[src/rtl/qrm_pkg.sv]
`default_nettype none

package qrm_pkg;

    localparam int N_ENT     = 9;
    localparam int ENT_W     = 16;
    localparam int QUO_W     = 16;
    localparam int DIV_STEPS = 15;
    localparam int M_TDATA_W = N_ENT * ENT_W;

    localparam logic [ENT_W-1:0] ONE_Q14 = 16'h4000;
    localparam logic [ENT_W-1:0] ZERO_Q14 = 16'h0000;

    // r00 in the lowest bits, r22 in the highest
    localparam logic [M_TDATA_W-1:0] IDENTITY_DATA = {
        ONE_Q14, ZERO_Q14, ZERO_Q14,
        ZERO_Q14, ONE_Q14, ZERO_Q14,
        ZERO_Q14, ZERO_Q14, ONE_Q14
    };

    typedef struct packed {
        logic valid;
        logic zero;
    } qrm_ctl_t;

endpackage

`default_nettype wire

[src/rtl/qrm_round.sv]
`default_nettype none

module qrm_round
(
    input  wire logic                                           clk,
    input  wire logic                                           rst_n,
    input  wire logic                                           en,
    input  qrm_pkg::qrm_ctl_t                                   in_ctl,
    input  wire logic [qrm_pkg::N_ENT-1:0]                      in_sign,
    input  wire logic [qrm_pkg::N_ENT-1:0][qrm_pkg::QUO_W-1:0]  in_quo,
    output logic                                                out_valid,
    output logic [qrm_pkg::M_TDATA_W-1:0]                       out_data,
    output logic                                                out_zero
);

    import qrm_pkg::*;

    logic [N_ENT-1:0][QUO_W:0]   rounded;
    logic [N_ENT-1:0][ENT_W-1:0] entry_mag;
    logic [N_ENT-1:0][ENT_W-1:0] entry_val;
    logic [M_TDATA_W-1:0]        data_next;

    logic                        valid_reg;
    logic                        zero_reg;
    logic [M_TDATA_W-1:0]        data_reg;

    // round half away from zero on the magnitude, clamp to one, restore sign
    always_comb
    begin
        for (int k = 0; k < N_ENT; k++)
        begin
            rounded[k]   = ((QUO_W + 1)'(in_quo[k]) + (QUO_W + 1)'(1)) >> 1;
            entry_mag[k] = (rounded[k] > (QUO_W + 1)'(ONE_Q14)) ? ONE_Q14
                                                                 : rounded[k][ENT_W-1:0];
            entry_val[k] = in_sign[k] ? (ENT_W'(0) - entry_mag[k]) : entry_mag[k];
        end
        data_next = in_ctl.zero ? IDENTITY_DATA : M_TDATA_W'(entry_val);
    end

    always_ff @(posedge clk or negedge rst_n)
    begin
        if (!rst_n)
        begin
            valid_reg <= 1'b0;
        end
        else if (en)
        begin
            valid_reg <= in_ctl.valid;
        end
    end

    always_ff @(posedge clk)
    begin
        if (en)
        begin
            data_reg <= data_next;
            zero_reg <= in_ctl.zero;
        end
    end

    assign out_valid = valid_reg;
    assign out_data  = data_reg;
    assign out_zero  = zero_reg;

endmodule

`default_nettype wire

[config.mk]
export PLATFORM = sky130hd
export DESIGN_NAME = qrm_round
export DESIGN_NICKNAME = d
export VERILOG_FILES = /design/src/rtl/qrm_pkg.sv /design/src/rtl/qrm_round.sv
export SDC_FILE = /design/constraint.sdc
export NUM_CORES = 1
export LEC_CHECK = 0
export BUFFER_PORTS_ARGS = -buffer_cell sky130_fd_sc_hd__buf_4
export CAP_MARGIN = 10
export CORE_ASPECT_RATIO = 0.75
export CORE_MARGIN = 2
export CORE_UTILIZATION = 58
export CTS_BUF_LIST = sky130_fd_sc_hd__clkbuf_4 sky130_fd_sc_hd__clkbuf_8
export DETAILED_ROUTE_END_ITERATION = 16
export PLACE_DENSITY = 0.84
export SKIP_LAST_GASP = 1
export SYNTH_ARGS = -nofsm -noshare
export SYNTH_HDL_FRONTEND = slang
export SYNTH_SLANG_ARGS = --single-unit
[constraint.sdc]
create_clock -name clk -period 0.98 [get_ports clk]
set_clock_uncertainty 0.15 [all_clocks]
set_input_delay 0.196 -clock clk [delete_from_list [all_inputs] [get_ports clk]]
set_output_delay 0.196 -clock clk [all_outputs]
set_load 0.05 [all_outputs]
==> flow_summary.json, run 1 <==
{
  "pin_count": 304,
  "synth-simple-area-share": 0.279,
  "cts_hold_buf": 4,
  "synthMuxAreaShare": 0.0341,
  "cts_buffers": 17,
  "syn_area_per_cell_um2": 8.32,
  "ctsHtreeMaxLevel": 4,
  "synthArstFlopShare": 0.00685,
  "yosys.area.top_type": "edfxtp_1",
  "cts_root_buf": "clkbuf_8",
  "yosysSeqAreaShare": 0.304,
  "synth_compound_area_frac": 0.211,
  "synth_edf_count": 145,
  "haltStage": "clock tree synthesis",
  "postSynthCellCount": 1731,
  "synthTopCellsByArea": "edfxtp_1, xnor2_1, xor2_1, nand2_1, nor2_1",
  "dp_hpwl_mm": 53.8,
  "error_line": "[ERROR DPL-0038] Utilization greater than 100%, impossible to legalize",
  "core.rowCount": 49,
  "portBuffers": 303,
  "initial_core_util": 0.596,
  "outcome": "did not finish",
  "synth_top_area_frac": 0.302,
  "synth_top_family_by_area": "simple AND/OR/NAND/NOR gates",
  "yosysWarnings": 0,
  "die_w_um": 186,
  "place_congestion": 1.07,
  "synth-xor-area-share": 0.107,
  "clock_path_buffers": 2,
  "fp.dieH_um": 140,
  "synth-adder-area-share": 0.0156,
  "postCtsSetupRepairBufs": 95,
  "synth_seq_cells": 146,
  "clock-sinks": 146,
  "post_cts_resized": 598,
  "synth_cell_type_count": 106,
  "dp.cells": 2871,
  "synth-main-ff-cell": "edfxtp_1",
  "synth_area_mm2": 0.0144,
  "synth_nets": 1907
}
logic make-up after synthesis:
logic type / after synthesis
AND/OR/NAND/NOR: 745
AO/OA/AOI/OAI: 433
XOR/XNOR: 176
buffers and inverters: 166
flip-flops: 146
multiplexers: 47
adder cells (fa/ha/maj): 18
per-stage QoR:
stage	util	setup TNS, ns	area [µm²]	hold slack, ns	worst slack (ns)
2_1_floorplan	-	-221.56	16000	-0.250	-2.16
3_5_place_dp	0.933	-280.81	22500	-0.177	-2.36
3_3_place_gp	0.933	-252.40	22500	-0.179	-2.08
synth_stat cells, drive strengths merged (6+ instances only):
cell / instances
a31o: 8
a41oi: 6
mux2: 16
o21ai: 98
nand3: 83
a21boi: 9
nor3: 94
nand4: 63
nand2b: 21
xnor2: 107
nor2: 122
nor3b: 7
a21o: 13
clkbuf: 57
or2: 15
o41ai: 10
edfxtp: 145
nand2: 156
a31oi: 28
ha: 18
a311oi: 8
and2: 27
o22ai: 12
o21a: 9
a21oi: 83
or4: 7
mux2i: 31
a211oi: 25
or3: 41
inv: 52
a211o: 14
o31ai: 21
nor4: 29
and4: 20
o2111ai: 9
xor2: 69
buf: 57
and3: 33
o211ai: 18
==> run 2: changes to the inputs <==
CORE_ASPECT_RATIO = unset   (was 0.75)
CORE_UTILIZATION = 40   (was 58)
CTS_BUF_LIST = unset   (was sky130_fd_sc_hd__clkbuf_4 sky130_fd_sc_hd__clkbuf_8)
PLACE_DENSITY = unset   (was 0.84)
PLACE_DENSITY_LB_ADDON = 0.15   (was unset)
==> flow_summary.json, run 2 <==
{
  "clock_path_buffers": 2,
  "wl_per_cell_um": 18.6,
  "grt_pass1_vias": 17500,
  "reg2reg_from": "out_valid",
  "use_met3": 0.0484,
  "pin_count": 304,
  "reg2reg_setup_slack_ns": 0.05,
  "nets": 2890,
  "p_sw_mw": 9.34,
  "ctsHtreeMaxLevel": 4,
  "min_period_ns": 2.68,
  "final_cell_mix": "buf_4, buf_6, edfxtp_1",
  "maxCapViolations": 0,
  "drive_above_1_share": 0.577,
  "initial_core_util": 0.406,
  "antenna_cells": 0,
  "synth_top_family_by_area": "simple AND/OR/NAND/NOR gates",
  "synth_area_mm2": 0.0144,
  "p_leak_nw": 11.3,
  "synth_top_area_frac": 0.302,
  "worst_slew_pin_slew_ns": 0.712,
  "clockPowerShare": 0.247,
  "routed_via_density": 5.66,
  "yosysSeqAreaShare": 0.304,
  "p_sw_frac": 0.363,
  "power.total_mw": 25.7,
  "finalSetupViolCount": 290,
  "power_density_mw_per_mm2": 938,
  "synth_edf_count": 145,
  "required_ns": 1.10,
  "critPathLaunchType": "input pin",
  "antenna_found_initial": 0,
  "cts.reportedPaths.clkPinSlew_ns": 0.06,
  "first_iter_violations": 1305,
  "rsz0062_at_grt": "true",
  "cp-end-kind": "register",
  "grt_overflow_total": 0,
  "portBuffers": 303,
  "synth_most_common_cell": "nand2_1",
  "largest_register_ffs": 144,
  "peakVddDrop_uv": 1250,
  "synth-main-ff-cell": "edfxtp_1",
  "failed_checks": "negative setup slack",
  "clock-sinks": 146,
  "cts_tree": "done",
  "setup_tns_ns": -237.71,
  "synth_cell_type_count": 106,
  "synth-simple-area-share": 0.279,
  "arrival_ns": 2.80,
  "core_mm2": 0.0355,
  "r2r-end": "out_valid",
  "layout_setup_ws_ns": -1.70,
  "postSynthCellCount": 1731,
  "fin_area_mm2": 0.0274,
  "hold_depth": 4,
  "syn_area_per_cell_um2": 8.32,
  "synth_nets": 1907,
  "seq_power_share": 0.305,
  "place_congestion": 1.01,
  "yosysWarnings": 0,
  "final_max_slew_viol_count": 0,
  "outcome": "finished, violations left",
  "synthMuxAreaShare": 0.0341,
  "vias": 18100,
  "syn_to_final_growth_pct": 90.6,
  "relSlewSlack": 0.520,
  "drc": 0,
  "dp_hpwl_mm": 42.8,
  "postPlaceCellArea_mm2": 0.0229,
  "synthTopCellsByCount": "nand2_1, edfxtp_1, nor2_1",
  "synthArstFlopShare": 0.00685,
  "cts_buffers": 17,
  "grt_usage": 0.288,
  "drt_wl_total_mm": 59.3,
  "grt_util_met1": 0.366,
  "synth_compound_area_frac": 0.211,
  "synth_seq_cells": 146,
  "comb_power_share": 0.448,
  "min_from": "in_quo[6]",
  "synth-adder-area-share": 0.0156,
  "dr.pass1.iters": 6,
  "p_int_mw": 16.4,
  "met2_usage": 0.494,
  "synthTopCellsByArea": "edfxtp_1, xnor2_1, xor2_1, nand2_1, nor2_1",
  "die_w_um": 194,
  "hp-class": "in -> reg",
  "dieArea_mm2": 0.0375,
  "max_freq_mhz": 373,
  "hold_path_end": "out_data[5]",
  "clk_latency_ns": 0.43,
  "core.rowCount": 69,
  "synth-xor-area-share": 0.107,
  "mostFrequentLayoutCell": "buf_4",
  "worstSetupPathType": "in -> reg",
  "cts_root_buf": "clkbuf_16",
  "fp.dieH_um": 194,
  "period_share": 2.74,
  "yosys.area.top_type": "edfxtp_1",
  "grt_max_degree": 51,
  "grt_most_used_layer": "met2",
  "grt_pass1_wl_mm": 88.9,
  "postRouteAntennaNets": 0,
  "hold_viol": 0,
  "r2r.worst_path.cells": 1,
  "cp_max_fo": 5
}
## run 2: per-layer routing
layer / vias to the layer above / wire, µm / share of wire
li1: 8558 / - / -
met1: 8731 / 24400 / 0.41
met2: 635 / 29600 / 0.50
met3: 133 / 3330 / 0.056
met4: 0 / 2020 / 0.034
met5: - / 0 / 0
## run 2: worst max path at each step
stage	start	endpoint	slack, ns
global placement	in_quo[113]	out_data[116]	-2.15
CTS	in_quo[113]	out_data[126]	-1.61
detailed placement	in_quo[112]	out_data[116]	-2.19
finish	in_quo[112]	out_data[116]	-1.70
floorplan	in_quo[16]	out_data[24]	-2.16
global route	in_quo[113]	out_data[120]	-1.81
## run 2: what timing repair did
item,in CTS,in global routing
hold buffers,4,0
gates cloned,0,2
pin swaps,177,181
setup buffers,82,68
endpoints found under the hold margin,3,0
gates resized for setup,287,384
setup endpoints to repair,290,290
## run 2: area by class of cell
cell class / count / area, µm²
clock buffers: 20 / 437
clock inverters: 12 / 116
fillers: 2297 / 8030
inverters: 52 / 208
multi-input cells: 1419 / 12300
flip-flops and latches: 146 / 4380
well taps: 461 / 577
repair buffers: 1078 / 9420
## run 2: power groups by stage
stage	clock network, mW	logic, mW	registers, mW
6_report	6.36	11.5	7.86
5_1_grt	6.72	12.1	7.90
4_1_cts	6.43	10.4	7.75
3_5_place_dp	0	9.57	7.87
3_3_place_gp	0	9.46	7.87
2_1_floorplan	0	3.55	9.68
## run 2: cell families (layout without fill, tap and decap cells)
kind of cell,after synthesis,after routing
flip-flops,146,146
adder cells (fa/ha/maj),18,18
AO/OA/AOI/OAI,433,433
AND/OR/NAND/NOR,745,745
multiplexers,47,47
buffers and inverters,166,1162
XOR/XNOR,176,176
## run 2: per-stage QoR
stage	util	hold slack [ns]	std cells	worst slack [ns]
2_1_floorplan	-	-0.250	1731	-2.16
3_3_place_gp	0.646	-0.178	3029	-2.15
3_5_place_dp	0.646	-0.176	3029	-2.19
4_1_cts	0.716	0.0697	3138	-1.61
5_1_grt	0.774	0.0731	3188	-1.81
6_report	0.774	0.0745	3188	-1.70
## run 2: worst max-delay path, cell delays in order
cell and delay, ns:
buf_8 0.09, nand4_4 0.14, buf_6 0.15, or4_4 0.55, or2_4 0.27, o21ai_4 0.17, a41oi_4 0.05, nand2b_4 0.18
ha_4 0.18, o211a_1 0.14, a311oi_4 0.24, buf_4 0.16, nand2_2 0.06, a221oi_2 0.22
Note: power is estimated with default switching activity, not from simulation.
