## src/rtl/qrm_pkg.sv

```systemverilog
`default_nettype none

package qrm_pkg;

    localparam int N_ENT     = 9;
    localparam int ENT_W     = 16;
    localparam int QUO_W     = 16;
    localparam int DIV_STEPS = 15;
    localparam int M_TDATA_W = N_ENT * ENT_W;

    localparam logic [ENT_W-1:0] ONE_Q14 = 16'h4000;
    localparam logic [ENT_W-1:0] ZERO_Q14 = 16'h0000;

    // r00 in the lowest bits, r22 in the highest
    localparam logic [M_TDATA_W-1:0] IDENTITY_DATA = {
        ONE_Q14, ZERO_Q14, ZERO_Q14,
        ZERO_Q14, ONE_Q14, ZERO_Q14,
        ZERO_Q14, ZERO_Q14, ONE_Q14
    };

    typedef struct packed {
        logic valid;
        logic zero;
    } qrm_ctl_t;

endpackage

`default_nettype wire

```

## src/rtl/qrm_div_step.sv

```systemverilog
`default_nettype none

module qrm_div_step #(
    parameter int COMPONENT_BITS = 16,
    localparam int NW = 2 * COMPONENT_BITS + 1,
    localparam int RW = 2 * COMPONENT_BITS + 2
)
(
    input  wire logic                                           clk,
    input  wire logic                                           rst_n,
    input  wire logic                                           en,
    input  qrm_pkg::qrm_ctl_t                                   in_ctl,
    input  wire logic [NW-1:0]                                  in_n,
    input  wire logic [qrm_pkg::N_ENT-1:0]                      in_sign,
    input  wire logic [qrm_pkg::N_ENT-1:0][RW-1:0]              in_rem,
    input  wire logic [qrm_pkg::N_ENT-1:0][qrm_pkg::QUO_W-1:0]  in_quo,
    output qrm_pkg::qrm_ctl_t                                   out_ctl,
    output logic [NW-1:0]                                       out_n,
    output logic [qrm_pkg::N_ENT-1:0]                           out_sign,
    output logic [qrm_pkg::N_ENT-1:0][RW-1:0]                   out_rem,
    output logic [qrm_pkg::N_ENT-1:0][qrm_pkg::QUO_W-1:0]       out_quo
);

    import qrm_pkg::*;

    logic [N_ENT-1:0][RW-1:0]    shifted;
    logic [N_ENT-1:0]            fits;
    logic [N_ENT-1:0][RW-1:0]    rem_next;
    logic [N_ENT-1:0][QUO_W-1:0] quo_next;

    qrm_ctl_t                    ctl_reg;
    logic [NW-1:0]               n_reg;
    logic [N_ENT-1:0]            sign_reg;
    logic [N_ENT-1:0][RW-1:0]    rem_reg;
    logic [N_ENT-1:0][QUO_W-1:0] quo_reg;

    // one restoring step on every lane; the remainder stays below the norm,
    // so the bit dropped by the shift is always zero
    always_comb
    begin
        for (int k = 0; k < N_ENT; k++)
        begin
            shifted[k]  = {in_rem[k][RW-2:0], 1'b0};
            fits[k]     = (shifted[k] >= RW'(in_n));
            rem_next[k] = fits[k] ? (shifted[k] - RW'(in_n)) : shifted[k];
            quo_next[k] = {in_quo[k][QUO_W-2:0], fits[k]};
        end
    end

    always_ff @(posedge clk or negedge rst_n)
    begin
        if (!rst_n)
        begin
            ctl_reg <= '0;
        end
        else if (en)
        begin
            ctl_reg <= in_ctl;
        end
    end

    always_ff @(posedge clk)
    begin
        if (en)
        begin
            n_reg    <= in_n;
            sign_reg <= in_sign;
            rem_reg  <= rem_next;
            quo_reg  <= quo_next;
        end
    end

    assign out_ctl  = ctl_reg;
    assign out_n    = n_reg;
    assign out_sign = sign_reg;
    assign out_rem  = rem_reg;
    assign out_quo  = quo_reg;

endmodule

`default_nettype wire

```

## config.mk

```make
export PLATFORM = sky130hd
export DESIGN_NAME = qrm_div_step
export DESIGN_NICKNAME = d
export VERILOG_FILES = /design/src/rtl/qrm_pkg.sv /design/src/rtl/qrm_div_step.sv
export SDC_FILE = /design/constraint.sdc
export NUM_CORES = 1
export LEC_CHECK = 0
export ABC_AREA = 1
export BUFFER_PORTS_ARGS = -buffer_cell sky130_fd_sc_hd__buf_2
export CAP_MARGIN = 20
export CORE_AREA = 4 4 383 385
export CTS_CLUSTER_DIAMETER = 200
export DETAILED_ROUTE_END_ITERATION = 10
export DIE_AREA = 0 0 387 389
export PLACE_DENSITY = 0.49
export RECOVER_POWER = 25
export SETUP_SLACK_MARGIN = 0.1
export SLEW_MARGIN = 15
export SYNTH_ARGS = -nofsm -noshare
export SYNTH_HDL_FRONTEND = slang
export SYNTH_SLANG_ARGS = --single-unit
```

## constraint.sdc

```tcl
create_clock -name clk -period 0.84 [get_ports clk]
set_clock_uncertainty 0.2 [all_clocks]
set_input_delay 0.084 -clock clk [delete_from_list [all_inputs] [get_ports clk]]
set_output_delay 0.084 -clock clk [all_outputs]
set_load 0.005 [all_outputs]
```

* Word-level counts from Yosys, hierarchy flattened *
Cells that the tools add are included.

storage, ports and cells
  register bits = 494
  latch bits = 0
  RAM bits = 0
  ROM bits = 0
  bits of input ports = 497
  logic and storage cells = 58
  memories kept = 0

cells by class
  add/subtract/negate cells = 9
  $mul = 0
  div/mod/pow operators = 0
  $lt $le $gt $ge = 9
  eq/ne operators = 0
  shifts and indexed selects = 0
  muxes and demuxes = 9
  bitwise gates (word level) = 0
  reductions and logical operators = 0

operators by type and width
  operator                                          number
  34-bit by 33-bit >= comparator with 1-bit output  9
  34-bit two-way mux                                9
  34-bit by 33-bit subtractor with 34-bit output    9

* Longest topological paths before layout *
Gate-level depths: netlist (run 1).

  word-level depth = 2
  depth in mapped cells = 16
  mapped depth without buffers = 16

* Least setup slack after synthesis (run 1) *
Ideal clock, no wire load.

  path type = input port to flip-flop
  start point = input in_n[0]
  end point = register rem_reg, in the netlist out_rem[299] (data pin)
  library setup time = 0.253 ns
  arrival = 1.966 ns
  data required time = 0.387 ns
  slack = -1.579 ns
  cell stages on the path = 15
  buffers on the path = 5
  cell sequence = buf_2 -> inv_4 -> buf_2 -> buf_2 -> buf_2 -> ha_1 -> nor3b_1 -> nand4_1 -> nand2_1 -> nor2_1 -> nand2_2 -> nand2_4 -> buf_6 -> nand2_1 -> nand2_1

RTL lines
  element                 RTL line            source
  start: declaration      qrm_div_step.sv:13  input wire logic [NW-1:0] in_n,
  end signal: assignment  qrm_div_step.sv:68  rem_reg <= rem_next;
  end: declaration        qrm_div_step.sv:34  logic [N_ENT-1:0][RW-1:0] rem_reg;

==> results of run 1 <==
==> cells in the final DEF (no fill, tap or decap), drive strengths merged <==
master and count:
nor4 11, nand3 269, edfxtp 492, dlygate4sd3 381, bufinv 6, nand2 2924, a21o 12, xnor2 20
o21a 8, and2 4, dfrtp 2, nand3b 37, nor3 50, buf 2309, clkinv 25, or2 12
diode 24, clkbuf 87, clkinvlp 8, a21oi 232, o211ai 5, nand4 59, nor3b 1, ha 297
o21bai 38, xor2 124, fa 9, nor2 527, mux2 2, and3 7, o21ai 72, inv 1036
==> worst max-delay path: stages <==
cell and delay [ns]:
buf_2 0.15, buf_12 0.15, buf_12 0.16, fa_1 0.50, nor2_1 0.15, o21ai_0 0.09
nand2_1 0.18, nand2_1 0.07, nand2_1 0.09, nand2_1 0.12, nand3_1 0.11, nand2_1 0.09
nand2_1 0.08, nand2_1 0.06
==> area by class of cell <==
class	count	area [sq um]	area share
Clock buffer	77	1734	0.02515
Antenna cell	24	60.06	0.0008711
Inverter	1032	3938	0.05711
Sequential cell	494	14820	0.2150
Timing Repair Buffer	2700	20220	0.2933
Multi-Input combinational cell	4720	25300	0.3669
Tap cell	1903	2381	0.03454
Clock inverter	43	489.2	0.007096
==> registers in the layout, summed over array words and instances (netlist names) <==
name,flops
out_ctl,2
out_n,33
out_quo,144
out_sign,9
out_rem,306
==> worst max path at each step <==
stage          startpoint                      to  slack, ns  cells past startpoint
2_1_floorplan    in_n[19]  out_rem[264]$_DFFE_PP_      -1.25                     13
3_3_place_gp     in_n[15]  out_rem[300]$_DFFE_PP_      -1.95                     15
3_5_place_dp     in_n[15]  out_rem[168]$_DFFE_PP_      -1.94                     16
4_1_cts           in_n[5]  out_rem[108]$_DFFE_PP_      -0.99                     18
5_1_grt           in_n[2]    out_rem[3]$_DFFE_PP_      -1.12                     17
6_report          in_n[0]   out_rem[96]$_DFFE_PP_      -1.06                     14
==> power by group <==
group	leakage (nW)	internal [mW]	total [mW]	switching, mW
Combinational	30.8	18.7	41.8	23.1
Clock	1.07	17.0	29.6	12.6
Sequential	4.83	31.2	33.0	1.81
==> logic make-up (layout without fill, tap and decap cells) <==
logic type,Yosys count,in the layout
AO/OA/AOI/OAI,367,367
XOR/XNOR,144,144
adder cells (fa/ha/maj),306,306
buffers and inverters,1090,3852
flip-flops,494,494
multiplexers,2,2
other,0,24
AND/OR/NAND/NOR,3899,3901
==> metal layers <==
metal  up-vias  wire length (um)  global-route usage
li1      25230                 -                   -
met1     23130             94130              0.3566
met2      1683            108600              0.5001
met3       412             16200             0.05620
met4        28             12830              0.1364
met5         -               182                   0
==> metrics by stage <==
stage	TNS [ns]	util	hold slack (ns)
after floorplan	-381.31	-	-0.4116
after global placement	-784.03	0.4208	-0.3240
after detailed placement	-789.25	0.4208	-0.3259
after CTS	-641.32	0.4676	-0.5687
after global routing	-740.96	0.4813	-0.5206
final	-693.42	0.4817	-0.4926
==> timing repair <==
action                     4_1_cts  5_1_grt
gates cloned                     3        2
buffers inserted                20        4
pin swaps                       37       35
setup endpoints to repair      811      812
hold buffers                   288       93
resized for setup              293      220
hold endpoints to repair       973      863
==> results.txt, run 1 <==
----------------------------------------------------
[Yosys]
  Sequential cell area fraction in the yosys report ... 0.3491
  Most frequently used cell type in the post-synthesis netlist ... nand2_1
  Synthesized-area fraction occupied by adder cells ... 0.09176
  Dominant combinational cell family by area after synthesis ... simple AND/OR/NAND/NOR gates
  Count of different cell masters after synthesis ... 40
  YS warnings ... 0
  Synth Net Count ... 7105
  Syn Area/Cell ... 6.738 sq um
  Number of storage elements in the synthesis netlist ... 494
  Area share of and/or/nand/nor cells after synthesis ... 0.3751
  Share of cell area taken by muxes after synthesis ... 0.0005304
  Cell types with the highest counts after synthesis ... nand2_1 (2870), inv_1 (1023), edfxtp_1 (492)
  Compound-cell area share of the yosys netlist ... 0.04794
  Synth async-reset ratio ... 0.004049
  Xor/xnor cell area share of the yosys netlist ... 0.02970
  Number of cells produced by synthesis ... 6302
  EDFF count, synth ... 492
  Portion of synthesized cell area occupied by the leading cell type ... 0.3479
  Synth area leader ... edfxtp_1
  Top cells by area, synth ... edfxtp_1 (35%), nand2_1 (25%), inv_1 (9.0%), ha_1 (8.8%), nor2_1 (4.3%)
  Most used DFF post-synth ... edfxtp_1
  Post-synth design cell area ... 42460 sq um

[Power and ir drop]
  Design Power ... 104.5 mW
  PwrDens ... 1516 nW/um^2
  Worst VDD drop ... 1.869 mV
  Leakage dissipation ... 36.73 nW

[Critical path]
  CP arrival ... 2.11 ns
  Critical path class ... in2reg
  CP endpoint kind ... register
  Required time reported for the critical path endpoint ... 1.05 ns
  Cell count of the worst reg-to-reg path ... 1
  Crit Path Max Fanout ... 7
  Nature of the critical path startpoint ... input port
  Capture point of the worst reg-to-reg path ... out_ctl[0]$_DFFE_PN0P_
  R2R Setup Slk ... -0.10 ns
  RR Startpoint ... out_ctl[0]$_DFFE_PN0P_

[Global route]
  Initial antenna violation count ... 38
  Number of global-route vias before repair ... 49220
  First-pass GRT wire length ... 324500 um
  Pin count of the biggest net entering global routing ... 35
  All-Layer GR Usage ... 0.2931
  Remaining global-route overflow ... 0

[Cells and area]
  Nets ... 9817
  Final Cell Area ... 68940 sq um
  Final-layout fill cell count ... 14400
  Finished Layout Cells ... 10990
  Area grow syn2layout ... 62.37%
  Layout cells sized above 1 ... 0.3320

[CTS]
  Clock-pin slew reported for the worst setup and hold paths after clock tree synthesis ... 0.07 ns
  Clock tree buffer depth ... 3
  Sink count of the clock tree ... 494
  Clock root buffer ... clkbuf_16
  Worst-Skew Late Latency ... 0.66 ns
  Cts bufs inserted ... 66
  TritonCTS clock tree ... yes
  CTS H-tree lvls ... 3

[Detailed routing]
  Detailed-route vias per instance ... 4.592
  Wire length per cell ... 21.10 um
  Final wirelength ... 232000 um
  Residual DRC count ... 0
  Drt first-iter violations ... 3353
  Pre-Repair DR Iteration Count ... 7
  Remaining antenna violation count after routing ... 0
  Total number of vias ... 50480

[Timing]
  Tightest Pin Transition ... 0.6935 ns
  Final setup violation count ... 1290
  Maximum operating frequency ... 526.0 MHz
  Portion of the clock cycle consumed by the worst path in the final layout ... 2.263
  Fin. Hold Viols ... 278
  Shortest period the worst path allows ... 1.901 ns
  Unrepaired setup endpoints after global routing ... true
  Worst rel slew slack ... 0.5376
  Number of pins with negative max-slew slack in the final report ... 0
  Final Worst Setup Slack ... -1.061 ns
  Hold Slack ... -0.4926 ns

[Place]
  Pre-CTS setup slack ... -1.935 ns
  Final GP Congestion ... 0.9975
  Total of buffers placed on input and output ports ... 972
  Number of cells in the design after placement ... 10440
  Total half-perimeter wirelength after legalization and detailed placement ... 190000 um
  DP Area ... 60240 sq um

[Floorplan]
  Standard-cell row count ... 139
  Initial standard-cell utilization of the core ... 0.2967
  Height of the die ... 389 um
  I/O pins ... 991
  Die width ... 387 um
  Area of the core region ... 143100 sq um
  Total die area ... 150500 sq um

[Flow run]
  Number of maximum-capacitance violations ... 0

[Min path]
  Hold EP ... out_rem[145]$_DFFE_PP_
  Cells on Worst Hold Path ... 3
  Path type of the worst min-delay path ... in2reg
  Launch point of the worst hold path ... in_rem[144]

[Status]
  Result of the run ... finished with violations
  Violations in the final reports ... hold timing, setup timing

----------------------------------------------------
(Power assumes the default switching activity.)
==> inputs of run 2 (changes only) <==
Settings changed: CELL_PAD_IN_SITES_DETAIL_PLACEMENT set to 2, CELL_PAD_IN_SITES_GLOBAL_PLACEMENT set to 2, CORE_AREA 4 4 383 385 to 4 4 402 404, DIE_AREA 0 0 387 389 to 0 0 406 408, PLACE_DENSITY 0.49 to 0.76.
==> run 2 against run 1 <==
Effect of this change: the flow now stops in global routing; synthesized area unchanged; synthesized cell count unchanged.
==> results.txt, run 2 <==
----------------------------------------------------
[CTS]
  Cts bufs inserted ... 69
  CTS H-tree lvls ... 3
  Clock root buffer ... clkbuf_16
  Clock tree buffer depth ... 3
  Sink count of the clock tree ... 494

[Yosys]
  Synth Net Count ... 7105
  Most used DFF post-synth ... edfxtp_1
  Area share of and/or/nand/nor cells after synthesis ... 0.3751
  Synth async-reset ratio ... 0.004049
  Synth area leader ... edfxtp_1
  Number of storage elements in the synthesis netlist ... 494
  YS warnings ... 0
  Sequential cell area fraction in the yosys report ... 0.3491
  Dominant combinational cell family by area after synthesis ... simple AND/OR/NAND/NOR gates
  EDFF count, synth ... 492
  Portion of synthesized cell area occupied by the leading cell type ... 0.3479
  Top cells by area, synth ... edfxtp_1 (35%), nand2_1 (25%), inv_1 (9.0%), ha_1 (8.8%), nor2_1 (4.3%)
  Xor/xnor cell area share of the yosys netlist ... 0.02970
  Number of cells produced by synthesis ... 6302
  Share of cell area taken by muxes after synthesis ... 0.0005304
  Most frequently used cell type in the post-synthesis netlist ... nand2_1
  Compound-cell area share of the yosys netlist ... 0.04794
  Cell types with the highest counts after synthesis ... nand2_1 (2870), inv_1 (1023), edfxtp_1 (492)
  Post-synth design cell area ... 42460 sq um
  Syn Area/Cell ... 6.738 sq um
  Synthesized-area fraction occupied by adder cells ... 0.09176
  Count of different cell masters after synthesis ... 40

[Floorplan]
  Initial standard-cell utilization of the core ... 0.2690
  Standard-cell row count ... 146
  Height of the die ... 408 um
  I/O pins ... 991
  Die width ... 406 um

[Place]
  Final GP Congestion ... 0.9608
  Total of buffers placed on input and output ports ... 972
  Total half-perimeter wirelength after legalization and detailed placement ... 241200 um
  DP Area ... 60820 sq um

[Status]
  Result of the run ... stopped before the end
  Halt Reason ... [ERROR GRT-0232] Routing congestion too high. Check the congestion heatmap in the GUI.
  Failing step ... global routing

[Global route]
  Remaining global-route overflow ... 20
  Pin count of the biggest net entering global routing ... 30
  Initial antenna violation count ... 114
  All-Layer GR Usage ... 0.6510

[Timing]
  Last reported worst endpoint of the global-route repair pass ... out_rem[32]$_DFFE_PP_/D
  Worst endpoint type ... sequential cell input

----------------------------------------------------
-- run 2: cell counts after synthesis --
No cell type changed its count.
-- run 2: logic make-up after synthesis --
| kind of cell | after synthesis |
|---|---|
| simple gates | 3899 |
| buf+inv | 1090 |
| flops | 494 |
| compound gates | 367 |
| fa+ha+maj | 306 |
| xor+xnor | 144 |
| mux | 2 |
-- run 2: timing repair --
| action | 4_1_cts |
|---|---|
| hold buffers | 291 |
| cloned | 10 |
| buffers inserted | 56 |
| gates resized for setup | 727 |
| endpoints found under the hold margin | 919 |
| endpoints found under the setup margin | 811 |
| pin swaps | 113 |
-- run 2: metrics by stage --
| step | cells | setup TNS (ns) | setup slack [ns] | hold WS (ns) |
|---|---|---|---|---|
| after global placement | 10660 | -817.88 | -1.946 | -0.3282 |
| after CTS | 11140 | -650.02 | -0.9963 | -0.5387 |
| after floorplan | 6302 | -381.31 | -1.254 | -0.4116 |
| after detailed placement | 10660 | -859.39 | -2.030 | -0.3196 |
-- run 2: layer usage --
metal	GRT usage	GRT overflow
met5	0.2260	0
met4	0.6384	13
met3	0.5116	0
met2	0.8366	7
met1	0.6243	0
==> inputs of run 3 (changes only) <==
Settings changed: CELL_PAD_IN_SITES_DETAIL_PLACEMENT 2 to not set, CELL_PAD_IN_SITES_GLOBAL_PLACEMENT 2 to not set, CORE_AREA 4 4 402 404 to 4 4 382 384, CTS_CLUSTER_DIAMETER 200 to not set, DIE_AREA 0 0 406 408 to 0 0 386 388, PLACE_DENSITY 0.76 to not set, PLACE_DENSITY_LB_ADDON set to 0.15, SETUP_SLACK_MARGIN 0.1 to not set.
Clock period 0.84 ns to 1.1 ns, I/O delays scaled along.
==> run 3 against run 2 <==
Effect of this change: the flow now finishes, with violations (hold timing, setup timing).
==> results.txt, run 3 (same netlist as run 1, synthesis figures left out) <==
----------------------------------------------------
[Status]
  Result of the run ... finished with violations
  Violations in the final reports ... hold timing, setup timing

[Timing]
  Final Worst Setup Slack ... -0.7730 ns
  Maximum operating frequency ... 533.9 MHz
  Portion of the clock cycle consumed by the worst path in the final layout ... 1.703
  Setup tns final ... -520.53 ns
  Final setup violation count ... 1381
  Worst rel slew slack ... 0.3130
  Unrepaired setup endpoints after global routing ... true
  Shortest period the worst path allows ... 1.873 ns
  Hold Slack ... -0.4815 ns
  Fin. Hold Viols ... 83
  Tightest Pin Transition ... 1.030 ns
  Number of pins with negative max-slew slack in the final report ... 0

[Global route]
  Pin count of the biggest net entering global routing ... 38
  Remaining global-route overflow ... 0
  First-pass GRT wire length ... 338900 um
  Number of global-route vias before repair ... 51660
  All-Layer GR Usage ... 0.3093
  Initial antenna violation count ... 41

[Min path]
  Path type of the worst min-delay path ... in2reg

[Critical path]
  Critical path class ... in2reg
  CP arrival ... 2.12 ns
  Required time reported for the critical path endpoint ... 1.34 ns
  Crit Path Max Fanout ... 7
  CP endpoint kind ... register
  Nature of the critical path startpoint ... input port

[Cells and area]
  Final Cell Area ... 76660 sq um
  Area grow syn2layout ... 80.55%
  Finished Layout Cells ... 11340
  Final-layout fill cell count ... 13840
  Share of the core filled with cells ... 0.5369
  Area of the multi-input gates ... 28970 sq um
  Nets ... 10170
  Layout cells sized above 1 ... 0.3945
  Most common library cell in the layout ignoring fill and taps ... nand2_1
  Leading cell types in the layout, fill and taps excluded ... nand2_1 (2492), buf_4 (1302), inv_1 (955)
  Max FFs per register ... 306
  Register cell area after layout ... 14820 sq um

[Detailed routing]
  Final wirelength ... 246500 um
  Residual DRC count ... 0
  Remaining antenna violation count after routing ... 0
  Pre-Repair DR Iteration Count ... 6
  Drt first-iter violations ... 3283
  Detailed-route vias per instance ... 4.641
  Total number of vias ... 52620
  Wire length per cell ... 21.75 um

[Power and ir drop]
  Design Power ... 83.22 mW
  PwrDens ... 1086 nW/um^2
  Worst VDD drop ... 1.400 mV
  Leakage dissipation ... 39.21 nW

[Floorplan]
  Total die area ... 149800 sq um
  Initial standard-cell utilization of the core ... 0.2974
  Height of the die ... 388 um
  Standard-cell row count ... 139
  I/O pins ... 991
  Die width ... 386 um
  Area of the core region ... 142800 sq um

[CTS]
  CTS H-tree lvls ... 2
  Worst-Skew Late Latency ... 0.67 ns
  Clock-pin slew reported for the worst setup and hold paths after clock tree synthesis ... 0.06 ns
  Clock tree buffer depth ... 3
  Sink count of the clock tree ... 494
  Cts bufs inserted ... 59
  TritonCTS clock tree ... yes
  Clock root buffer ... clkbuf_16

[Place]
  Final GP Congestion ... 1.000
  Total half-perimeter wirelength after legalization and detailed placement ... 192700 um
  DP Area ... 60270 sq um
  Pre-CTS setup slack ... -1.785 ns
  Number of cells in the design after placement ... 10450
  Total of buffers placed on input and output ports ... 972

[Flow run]
  Number of maximum-capacitance violations ... 0

----------------------------------------------------
run 3: path summary, 6_finish.rpt:
check                                         end  slack, ns  cells past startpoint                    from
max in group asynchronous  out_ctl[0]$_DFFE_PN0P_       0.46                      3                   rst_n
max                         out_rem[52]$_DFFE_PP_      -0.77                     20                in_n[10]
max reg2reg                out_ctl[0]$_DFFE_PN0P_       0.13                      1  out_ctl[0]$_DFFE_PN0P_
min reg2reg                out_ctl[1]$_DFFE_PN0P_       0.35                      1  out_ctl[1]$_DFFE_PN0P_
min in group asynchronous  out_ctl[1]$_DFFE_PN0P_       0.12                      3                   rst_n
min                         out_rem[24]$_DFFE_PP_      -0.48                      3              in_rem[23]
run 3: worst max-delay path, stage by stage:
cell	delay [ns]
buf_8	0.08
clkinv_4	0.04
buf_12	0.14
buf_12	0.16
ha_4	0.28
nand2_4	0.06
nor2_4	0.10
nand2_2	0.09
inv_2	0.07
nand2_2	0.06
nor2_4	0.14
nand2_2	0.08
nand2_1	0.06
nor2_1	0.04
nand2_2	0.09
nand2_4	0.11
buf_6	0.15
buf_6	0.13
nand2_2	0.05
nand2_1	0.04
run 3: layout make-up:
class	count	share of cell area
inverter	1032	0.05311
sequential	494	0.1934
multi-input combinational	4728	0.3779
tap	1903	0.03106
antenna	15	0.0004896
clock inverter	42	0.006414
clock buffer	67	0.01993
timing repair buffer	3055	0.3177
run 3: routing by layer:
metal / vias up / global-route usage / share of wire
li1: 25930 / - / -
met4: 18 / 0.1691 / 0.069
met5: - / 0 / 0.00048
met1: 24470 / 0.3641 / 0.39
met3: 498 / 0.05082 / 0.063
met2: 1698 / 0.5339 / 0.48
run 3: timing repair:
action | CTS | global route
endpoints found under the setup margin | 809 | 925
gates cloned | 30 | 12
setup buffers | 100 | 38
gates resized for setup | 859 | 526
pin swaps | 197 | 179
hold buffers | 511 | 82
hold endpoints to repair | 970 | 594
run 3: where the power goes:
group	switching, mW	internal, mW
sequential	1.29	23.8
clock	8.99	12.0
combinational	19.9	17.2
